## src/tlbf_pkg.sv

```systemverilog
// shared constants, command codes and control/status types for the brightness fade block
`timescale 1ns / 1ps
package tlbf_pkg;

   localparam int TIME_BITS  = 32;
   localparam int LEVEL_BITS = 8;
   localparam int PROD_BITS  = TIME_BITS + LEVEL_BITS;
   localparam int CNT_BITS   = $clog2(LEVEL_BITS);

   // request tdata layout, lowest field first
   localparam int NOW_LSB       = 0;
   localparam int TARGET_LSB    = NOW_LSB + TIME_BITS;
   localparam int FADE_LSB      = TARGET_LSB + LEVEL_BITS;
   localparam int REQ_USED_BITS = FADE_LSB + TIME_BITS;
   localparam int REQ_DATA_BITS = ((REQ_USED_BITS + 7) / 8) * 8;
   localparam int RSP_DATA_BITS = ((LEVEL_BITS + 7) / 8) * 8;

   typedef enum logic {
      CMD_START = 1'b0,
      CMD_TICK  = 1'b1
   } cmd_type;

   typedef struct packed {
      logic take_start;   // latch a new fade
      logic take_tick;    // latch elapsed time of a tick
      logic do_mul;       // form magnitude * elapsed, seed the divider
      logic div_step;     // one quotient bit
      logic commit_done;  // fade reached its end
      logic commit_ramp;  // apply quotient to the level
      logic load_out;     // move result into the output register
   } ctrl_cmd_type;

   typedef struct packed {
      logic fade_active;
      logic reached;
   } dp_status_type;

endpackage

```

## src/timed_linear_brightness_fade_top.sv

```systemverilog
// Linear brightness fade timed by a free-running millisecond clock.
//
// Request channel (req_): one item per handshake. tuser selects the kind:
// a start item records start time, target level and fade length and latches
// the present level as the starting level; a tick item carries the present
// time. Response channel (rsp_): tdata is the new duty level, tlast is high
// when the tick ended the fade at its target.
// A start item, and a tick while no fade is active, give no result; the
// block is ready again on the next cycle. A tick at or past the end of the
// fade goes from the evaluate state straight to the output state. Any other tick
// goes through a restoring divider (one quotient bit per cycle) after a
// multiply step, then a commit state, before the output state; in both
// cases the block turns ready in the same cycle as that result appears.
// Items are worked one at a time.
// The output register lets a new item be accepted while the last result
// waits; if the receiver still holds off when the next result is ready, the
// block waits with req_tready low until the output register frees up.
// Synchronous reset clears the levels, the fade state (no fade active) and
// the output valid.
`timescale 1ns / 1ps
module timed_linear_brightness_fade_top (
   input  logic                                clock,
   input  logic                                reset,
   input  logic                                req_tvalid,
   output logic                                req_tready,
   // now_time, target_value, fade_time (lowest first)
   input  logic [tlbf_pkg::REQ_DATA_BITS-1:0]  req_tdata,
   // cmd
   input  logic                                req_tuser,
   output logic                                rsp_tvalid,
   input  logic                                rsp_tready,
   // duty
   output logic [tlbf_pkg::RSP_DATA_BITS-1:0]  rsp_tdata,
   output logic                                rsp_tlast
);

   tlbf_pkg::ctrl_cmd_type          ctrl_cmd;
   tlbf_pkg::dp_status_type         status;
   tlbf_pkg::cmd_type               req_cmd;
   logic [tlbf_pkg::LEVEL_BITS-1:0] duty;

   assign req_cmd = tlbf_pkg::cmd_type'(req_tuser);

   tlbf_ctrl u_ctrl (
      .clock      (clock),
      .reset      (reset),
      .req_tvalid (req_tvalid),
      .req_tready (req_tready),
      .req_cmd    (req_cmd),
      .rsp_tvalid (rsp_tvalid),
      .rsp_tready (rsp_tready),
      .status     (status),
      .ctrl_cmd   (ctrl_cmd)
   );

   tlbf_dp u_dp (
      .clock         (clock),
      .reset         (reset),
      .ctrl_cmd      (ctrl_cmd),
      .status        (status),
      .now_time      (req_tdata[tlbf_pkg::NOW_LSB +: tlbf_pkg::TIME_BITS]),
      .target_value  (req_tdata[tlbf_pkg::TARGET_LSB +: tlbf_pkg::LEVEL_BITS]),
      .fade_time     (req_tdata[tlbf_pkg::FADE_LSB +: tlbf_pkg::TIME_BITS]),
      .duty          (duty),
      .fade_finished (rsp_tlast)
   );

   assign rsp_tdata = tlbf_pkg::RSP_DATA_BITS'(duty);

endmodule

```

## src/tlbf_dp.sv

```systemverilog
// fade datapath: fade state, elapsed time, multiplier, restoring divider and output register
`timescale 1ns / 1ps
module tlbf_dp (
   input  logic                                    clock,
   input  logic                                    reset,
   input  tlbf_pkg::ctrl_cmd_type                  ctrl_cmd,
   output tlbf_pkg::dp_status_type                 status,
   input  logic [tlbf_pkg::TIME_BITS-1:0]          now_time,
   input  logic [tlbf_pkg::LEVEL_BITS-1:0]         target_value,
   input  logic [tlbf_pkg::TIME_BITS-1:0]          fade_time,
   output logic [tlbf_pkg::LEVEL_BITS-1:0]         duty,
   output logic                                    fade_finished
);

   logic [tlbf_pkg::LEVEL_BITS-1:0] level_now_ff, level_now_in;
   logic [tlbf_pkg::LEVEL_BITS-1:0] level_from_ff, level_from_in;
   logic [tlbf_pkg::LEVEL_BITS-1:0] level_to_ff, level_to_in;
   logic [tlbf_pkg::TIME_BITS-1:0]  fade_start_ff, fade_start_in;
   logic [tlbf_pkg::TIME_BITS-1:0]  fade_length_ff, fade_length_in;

   logic [tlbf_pkg::TIME_BITS-1:0]  elapsed_ff, elapsed_in;
   logic [tlbf_pkg::TIME_BITS-1:0]  rem_ff, rem_in;
   logic [tlbf_pkg::LEVEL_BITS-1:0] lo_ff, lo_in;
   logic [tlbf_pkg::LEVEL_BITS-1:0] quot_ff, quot_in;
   logic                            res_fin_ff, res_fin_in;
   logic [tlbf_pkg::LEVEL_BITS-1:0] duty_ff, duty_in;
   logic                            fin_ff, fin_in;

   logic                            up;
   logic [tlbf_pkg::LEVEL_BITS-1:0] mag;
   logic [tlbf_pkg::PROD_BITS-1:0]  product;
   logic [tlbf_pkg::TIME_BITS:0]    trial;
   logic                            fits;
   logic [tlbf_pkg::TIME_BITS-1:0]  rem_step;
   logic [tlbf_pkg::LEVEL_BITS-1:0] ramp_level;

   always_comb begin
      up      = level_to_ff >= level_from_ff;
      mag     = up ? level_to_ff - level_from_ff : level_from_ff - level_to_ff;
      product = tlbf_pkg::PROD_BITS'(mag) * tlbf_pkg::PROD_BITS'(elapsed_ff);

      // restoring step: shift in the next product bit, subtract length if it fits
      trial    = {rem_ff, lo_ff[tlbf_pkg::LEVEL_BITS-1]};
      fits     = trial >= {1'b0, fade_length_ff};
      rem_step = fits ? tlbf_pkg::TIME_BITS'(trial - {1'b0, fade_length_ff})
                      : trial[tlbf_pkg::TIME_BITS-1:0];

      ramp_level = up ? level_from_ff + quot_ff : level_from_ff - quot_ff;

      status.fade_active = fade_length_ff != '0;
      status.reached     = elapsed_ff >= fade_length_ff;

      level_now_in   = level_now_ff;
      level_from_in  = level_from_ff;
      level_to_in    = level_to_ff;
      fade_start_in  = fade_start_ff;
      fade_length_in = fade_length_ff;
      elapsed_in     = elapsed_ff;
      rem_in         = rem_ff;
      lo_in          = lo_ff;
      quot_in        = quot_ff;
      res_fin_in     = res_fin_ff;
      duty_in        = duty_ff;
      fin_in         = fin_ff;

      if (ctrl_cmd.take_start) begin
         fade_start_in  = now_time;
         fade_length_in = fade_time;
         level_to_in    = target_value;
         level_from_in  = level_now_ff;
      end
      if (ctrl_cmd.take_tick) begin
         elapsed_in = now_time - fade_start_ff;
      end
      if (ctrl_cmd.do_mul) begin
         // product < length * 2^LEVEL_BITS, so the upper part starts below length
         rem_in  = product[tlbf_pkg::PROD_BITS-1:tlbf_pkg::LEVEL_BITS];
         lo_in   = product[tlbf_pkg::LEVEL_BITS-1:0];
         quot_in = '0;
      end
      if (ctrl_cmd.div_step) begin
         rem_in  = rem_step;
         lo_in   = {lo_ff[tlbf_pkg::LEVEL_BITS-2:0], 1'b0};
         quot_in = {quot_ff[tlbf_pkg::LEVEL_BITS-2:0], fits};
      end
      if (ctrl_cmd.commit_done) begin
         level_now_in   = level_to_ff;
         fade_length_in = '0;
         res_fin_in     = 1'b1;
      end
      if (ctrl_cmd.commit_ramp) begin
         level_now_in = ramp_level;
         res_fin_in   = 1'b0;
      end
      if (ctrl_cmd.load_out) begin
         duty_in = level_now_ff;
         fin_in  = res_fin_ff;
      end
   end

   always_ff @(posedge clock) begin
      if (reset) begin
         level_now_ff   <= '0;
         level_from_ff  <= '0;
         level_to_ff    <= '0;
         fade_start_ff  <= '0;
         fade_length_ff <= '0;
      end else begin
         level_now_ff   <= level_now_in;
         level_from_ff  <= level_from_in;
         level_to_ff    <= level_to_in;
         fade_start_ff  <= fade_start_in;
         fade_length_ff <= fade_length_in;
      end
   end

   always_ff @(posedge clock) begin
      elapsed_ff <= elapsed_in;
      rem_ff     <= rem_in;
      lo_ff      <= lo_in;
      quot_ff    <= quot_in;
      res_fin_ff <= res_fin_in;
      duty_ff    <= duty_in;
      fin_ff     <= fin_in;
   end

   assign duty          = duty_ff;
   assign fade_finished = fin_ff;

endmodule

```

## src/tlbf_ctrl.sv

```systemverilog
// fade controller: sequences accept, compare, multiply, divide and result hand-off
`timescale 1ns / 1ps
module tlbf_ctrl (
   input  logic                    clock,
   input  logic                    reset,
   input  logic                    req_tvalid,
   output logic                    req_tready,
   input  tlbf_pkg::cmd_type       req_cmd,
   output logic                    rsp_tvalid,
   input  logic                    rsp_tready,
   input  tlbf_pkg::dp_status_type status,
   output tlbf_pkg::ctrl_cmd_type  ctrl_cmd
);

   typedef enum logic [2:0] {
      ST_IDLE,
      ST_EVAL,
      ST_DIV,
      ST_COMMIT,
      ST_OUT
   } state_type;

   state_type                     state_ff, state_in;
   logic [tlbf_pkg::CNT_BITS-1:0] cnt_ff, cnt_in;
   logic                          valid_ff, valid_in;
   logic                          out_free;

   always_comb begin
      out_free = !valid_ff || rsp_tready;

      ctrl_cmd   = '0;
      req_tready = 1'b0;
      state_in   = state_ff;
      cnt_in     = cnt_ff;
      valid_in   = valid_ff && !rsp_tready;

      case (state_ff)
         ST_IDLE: begin
            req_tready = 1'b1;
            // ready is always high here, so valid alone marks an accepted item
            if (req_tvalid) begin
               if (req_cmd == tlbf_pkg::CMD_START) begin
                  ctrl_cmd.take_start = 1'b1;
               end else if (status.fade_active) begin
                  ctrl_cmd.take_tick = 1'b1;
                  state_in           = ST_EVAL;
               end
            end
         end
         ST_EVAL: begin
            if (status.reached) begin
               ctrl_cmd.commit_done = 1'b1;
               state_in             = ST_OUT;
            end else begin
               ctrl_cmd.do_mul = 1'b1;
               cnt_in          = tlbf_pkg::CNT_BITS'(tlbf_pkg::LEVEL_BITS - 1);
               state_in        = ST_DIV;
            end
         end
         ST_DIV: begin
            ctrl_cmd.div_step = 1'b1;
            if (cnt_ff == '0) begin
               state_in = ST_COMMIT;
            end else begin
               cnt_in = cnt_ff - 1'b1;
            end
         end
         ST_COMMIT: begin
            ctrl_cmd.commit_ramp = 1'b1;
            state_in             = ST_OUT;
         end
         ST_OUT: begin
            // wait here only while the previous item is still unclaimed
            if (out_free) begin
               ctrl_cmd.load_out = 1'b1;
               valid_in          = 1'b1;
               state_in          = ST_IDLE;
            end
         end
         default: begin
            state_in = ST_IDLE;
         end
      endcase
   end

   always_ff @(posedge clock) begin
      if (reset) begin
         state_ff <= ST_IDLE;
         cnt_ff   <= '0;
         valid_ff <= 1'b0;
      end else begin
         state_ff <= state_in;
         cnt_ff   <= cnt_in;
         valid_ff <= valid_in;
      end
   end

   assign rsp_tvalid = valid_ff;

endmodule

```

## config.mk

```make
export PLATFORM = sky130hd
export DESIGN_NAME = timed_linear_brightness_fade_top
export DESIGN_NICKNAME = d
export VERILOG_FILES = /design/src/tlbf_pkg.sv /design/src/timed_linear_brightness_fade_top.sv /design/src/tlbf_dp.sv /design/src/tlbf_ctrl.sv
export SDC_FILE = /design/constraint.sdc
export NUM_CORES = 1
export LEC_CHECK = 0
export ABC_AREA = 1
export BUFFER_PORTS_ARGS = -buffer_cell sky130_fd_sc_hd__buf_2
export CAP_MARGIN = 20
export CELL_PAD_IN_SITES_DETAIL_PLACEMENT = 2
export CELL_PAD_IN_SITES_GLOBAL_PLACEMENT = 2
export CORE_MARGIN = 2
export CORE_UTILIZATION = 40
export DETAILED_ROUTE_END_ITERATION = 8
export HOLD_SLACK_MARGIN = 0.02
export PLACE_DENSITY_LB_ADDON = 0.1
export SLEW_MARGIN = 25
export SYNTH_ARGS = -nofsm -noshare
export SYNTH_HDL_FRONTEND = slang
export SYNTH_HIERARCHICAL = 1
export SYNTH_SLANG_ARGS = --single-unit
```

## constraint.sdc

```tcl
create_clock -name clock -period 9.9 [get_ports clock]
set_clock_uncertainty 0.15 [all_clocks]
set_input_delay 1.98 -clock clock [delete_from_list [all_inputs] [get_ports clock]]
set_output_delay 1.98 -clock clock [all_outputs]
set_load 0.1 [all_outputs]
```

==> flow_summary.ini <==
[run_status]
run_status = finished, final reports clean

[sta]
tns_ns = 0
maxClockFrequency_mhz = 133
period_needed_ns = 7.55
rsz_0062_raised_after_global_routing = no
timing.final.hold_violations = 0
final.period_utilization = 0.762
setup_viol_count_final = 0
timing.slew.headroom = 0.429
report.final.slew_viol_count = 0
tightest_slew_ns = 0.853

[route]
via_count = 20760
drt_pass1_iterations = 5
dr_vias_cell = 5.42
drc = 0
drt-wirelength-per-cell_um = 22.7
detail_route.iter0.violations = 901
wirelength_um = 87000
antenna_violating_nets_post_route = 0

[cts]
cts_max_path_buffers = 2
cts-htree-levels = 4
tritoncts_num_sinks = 185
cts.repair.resized = 0
post-cts-setup-buffers = 0
path_clk_slew_ns = 0.09
ctsHoldBuffers = 0
tritoncts.num_buffers = 17
ctsRootBufferMaster = sky130_fd_sc_hd__clkbuf_16
cts_tree = done
clock_insertion_delay_worst_skew_ns = 0.50

[placed_design]
hpwlAfterDp_um = 73200
io_buffer_count = 87
gp_congestion = 0.952
numPlacedInstances = 3795

[finish]
commonest_cells_after_routing_fill_and_taps_aside = sky130_fd_sc_hd__nand2_1 (670), sky130_fd_sc_hd__inv_1 (589), sky130_fd_sc_hd__nor2_1 (334)
nFillCells = 6511
finalNonFillerCells = 3828
num_antenna_cells = 0
num-nets-final = 3561
most_common_cell_after_layout_fill_and_taps_aside = sky130_fd_sc_hd__nand2_1
syn2layout_area_growth_pct = 7.46
drive_above_1_share = 0.0776

[setup_path]
critical-path-slowest-cell = sky130_fd_sc_hd__o21ai_0
timing.critical_path.slowest_cell_delay_ns = 0.60
crit_buf_inv = 5
cp.arrival_ns = 7.64
criticalPathCategory = reg2reg
cp-end-kind = register
path_max_fanout = 23
worstPathRequired_ns = 9.99
crit_top_cell = sky130_fd_sc_hd__nand2_1
reg2reg_setup_slack_ns = 2.35
critical_path_source_type = register
critical-path-top-delay-family = adder cells

[global_routing]
largest_net_degree_at_the_start_of_global_routing = 79
antenna_found_initial = 0
first_global_vias = 23589
grt_pass1_wl_um = 136000
grt_remaining_overflow = 0
gr-usage-all-layers = 0.314

[yosys]
synthCells = 3066
synth.lib_cells_used.distinct = 54
ys_async_sr_fraction = 0
ys.flop_type = sky130_fd_sc_hd__dfxtp_1
ys_warn_count = 6
synth_nets = 3508
post_synth_main_area_contributors = sky130_fd_sc_hd__fa_1 (17%), sky130_fd_sc_hd__edfxtp_1 (12%), sky130_fd_sc_hd__nand2_1 (12%)
ys_seq_area_frac = 0.210
synth_largest_type_area_fraction = 0.169
synth-edff-count = 88
synth_top_cell_by_area = sky130_fd_sc_hd__fa_1
yosys_register_bits = 185
synthesis.area_per_instance_um2 = 7.13
synthesis.area_um2 = 21900

[floorplanning]
core_area_um2 = 53900
die-width_um = 238
die_area_um2 = 56500
num_io_pins = 88
floorplan.initialDensity = 0.405
fp-row-count = 85
die-height_um = 238

[flow_run]
timing.max_cap.violations = 0

[worst_hold_path]
timing.hold.worst.class = reg2reg
[sequential cells by signal, indices dropped and copies added, names as in the netlist]
name                 cells
u_dp/level_from_ff       8
u_dp/elapsed_ff         32
u_dp/level_now_ff        8
u_dp/duty                8
u_ctrl/rsp_tvalid        1
u_dp/level_to_ff         8
u_ctrl/cnt_ff            3
u_dp/fade_start_ff      32
u_dp/fade_finished       1
u_dp/quot_ff             8
u_dp/rem_ff             32
u_dp/res_fin_ff          1
u_dp/fade_length_ff     32
u_dp/lo_ff               8
u_ctrl/state_ff          3
[worst register-to-register path: stages (launching register included)]
cell and delay (ns):
sky130_fd_sc_hd__dfxtp_1 0.49, sky130_fd_sc_hd__inv_1 0.14, sky130_fd_sc_hd__fa_1 0.51, sky130_fd_sc_hd__nand2_2 0.11
sky130_fd_sc_hd__nand2_2 0.07, sky130_fd_sc_hd__o21ai_4 0.17, sky130_fd_sc_hd__nand2_4 0.14, sky130_fd_sc_hd__inv_4 0.13
sky130_fd_sc_hd__o21ai_0 0.10, sky130_fd_sc_hd__nand2_1 0.33, sky130_fd_sc_hd__buf_4 0.44, sky130_fd_sc_hd__nor2_1 0.12
sky130_fd_sc_hd__fa_1 0.54, sky130_fd_sc_hd__fa_1 0.46, sky130_fd_sc_hd__fa_1 0.57, sky130_fd_sc_hd__inv_1 0.06
sky130_fd_sc_hd__fa_1 0.55, sky130_fd_sc_hd__inv_1 0.06, sky130_fd_sc_hd__ha_1 0.43, sky130_fd_sc_hd__nand2_1 0.19
sky130_fd_sc_hd__nor2_1 0.31, sky130_fd_sc_hd__nand2_1 0.09, sky130_fd_sc_hd__o21ai_0 0.60, sky130_fd_sc_hd__nand2_1 0.20
sky130_fd_sc_hd__nand2_1 0.11, sky130_fd_sc_hd__nand2_1 0.05, sky130_fd_sc_hd__nand3_1 0.12, sky130_fd_sc_hd__nand2_1 0.07
[layer usage]
layer | part of all wire | vias up | global-route usage
met1 | 0.43 | 10535 | 0.387
met3 | 0.026 | 133 | 0.0290
li1 | - | 9735 | -
met4 | 0.045 | 0 | 0.134
met2 | 0.50 | 357 | 0.560
met5 | 0 | - | 0
[synth_stat cells, types with 14 or more instances]
| cell | n |
|---|---|
| sky130_fd_sc_hd__xor2_1 | 36 |
| sky130_fd_sc_hd__or2_2 | 14 |
| sky130_fd_sc_hd__nand3_1 | 175 |
| sky130_fd_sc_hd__nand2_2 | 24 |
| sky130_fd_sc_hd__buf_6 | 14 |
| sky130_fd_sc_hd__nor3_1 | 23 |
| sky130_fd_sc_hd__o21ai_0 | 148 |
| sky130_fd_sc_hd__ha_1 | 180 |
| sky130_fd_sc_hd__nor2_1 | 334 |
| sky130_fd_sc_hd__xnor2_1 | 24 |
| sky130_fd_sc_hd__nand3b_1 | 17 |
| sky130_fd_sc_hd__clkbuf_1 | 29 |
| sky130_fd_sc_hd__dfxtp_1 | 97 |
| sky130_fd_sc_hd__fa_1 | 185 |
| sky130_fd_sc_hd__a21oi_1 | 225 |
| sky130_fd_sc_hd__edfxtp_1 | 88 |
| sky130_fd_sc_hd__nand4_1 | 27 |
| sky130_fd_sc_hd__nor2_2 | 47 |
| sky130_fd_sc_hd__inv_1 | 589 |
| sky130_fd_sc_hd__nand2_1 | 671 |
[stage by stage]
stage	util	hold WS, ns	setup slack [ns]	instance area, um^2
detailed placement	0.424	0.270	2.41	22900
floorplan	-	0.258	4.05	21900
CTS	0.435	0.292	2.38	23500
global placement	0.424	0.271	2.75	22900
global route	0.436	0.308	2.04	23500
finish	0.436	0.291	2.35	23500
[layout make-up]
cell class	count	area, um^2	area share
Multi-Input combinational cell	2213	14600	0.622
Sequential cell	185	4580	0.195
Inverter	601	2260	0.0962
Tap cell	696	871	0.0371
Timing Repair Buffer	101	561	0.0239
Clock buffer	17	425	0.0181
Clock inverter	15	173	0.00735
[worst paths after layout]
kind,from,endpoint,depth (start not counted)
worst min-delay path,u_dp/level_now_ff[4],u_dp/duty[4],0
worst max register to register,u_dp/level_from_ff[1],u_dp/rem_ff[17],27
worst min register to register,u_dp/level_now_ff[4],u_dp/duty[4],0
worst max-delay path,u_dp/level_from_ff[1],u_dp/rem_ff[17],27
[cells by family (layout without fill, tap and decap cells)]
family | after synthesis | in the layout | synth area share
AO/OA/AOI/OAI | 428 | 428 | 0.106
AND/OR/NAND/NOR | 1360 | 1360 | 0.266
XOR/XNOR | 60 | 60 | 0.0240
flip-flops | 185 | 185 | 0.210
adder cells (fa/ha/maj) | 365 | 365 | 0.272
buffers and inverters | 668 | 734 | 0.122
Power is not shown: default switching activity piles up to over one toggle a cycle in this logic, so the estimate is an artifact.
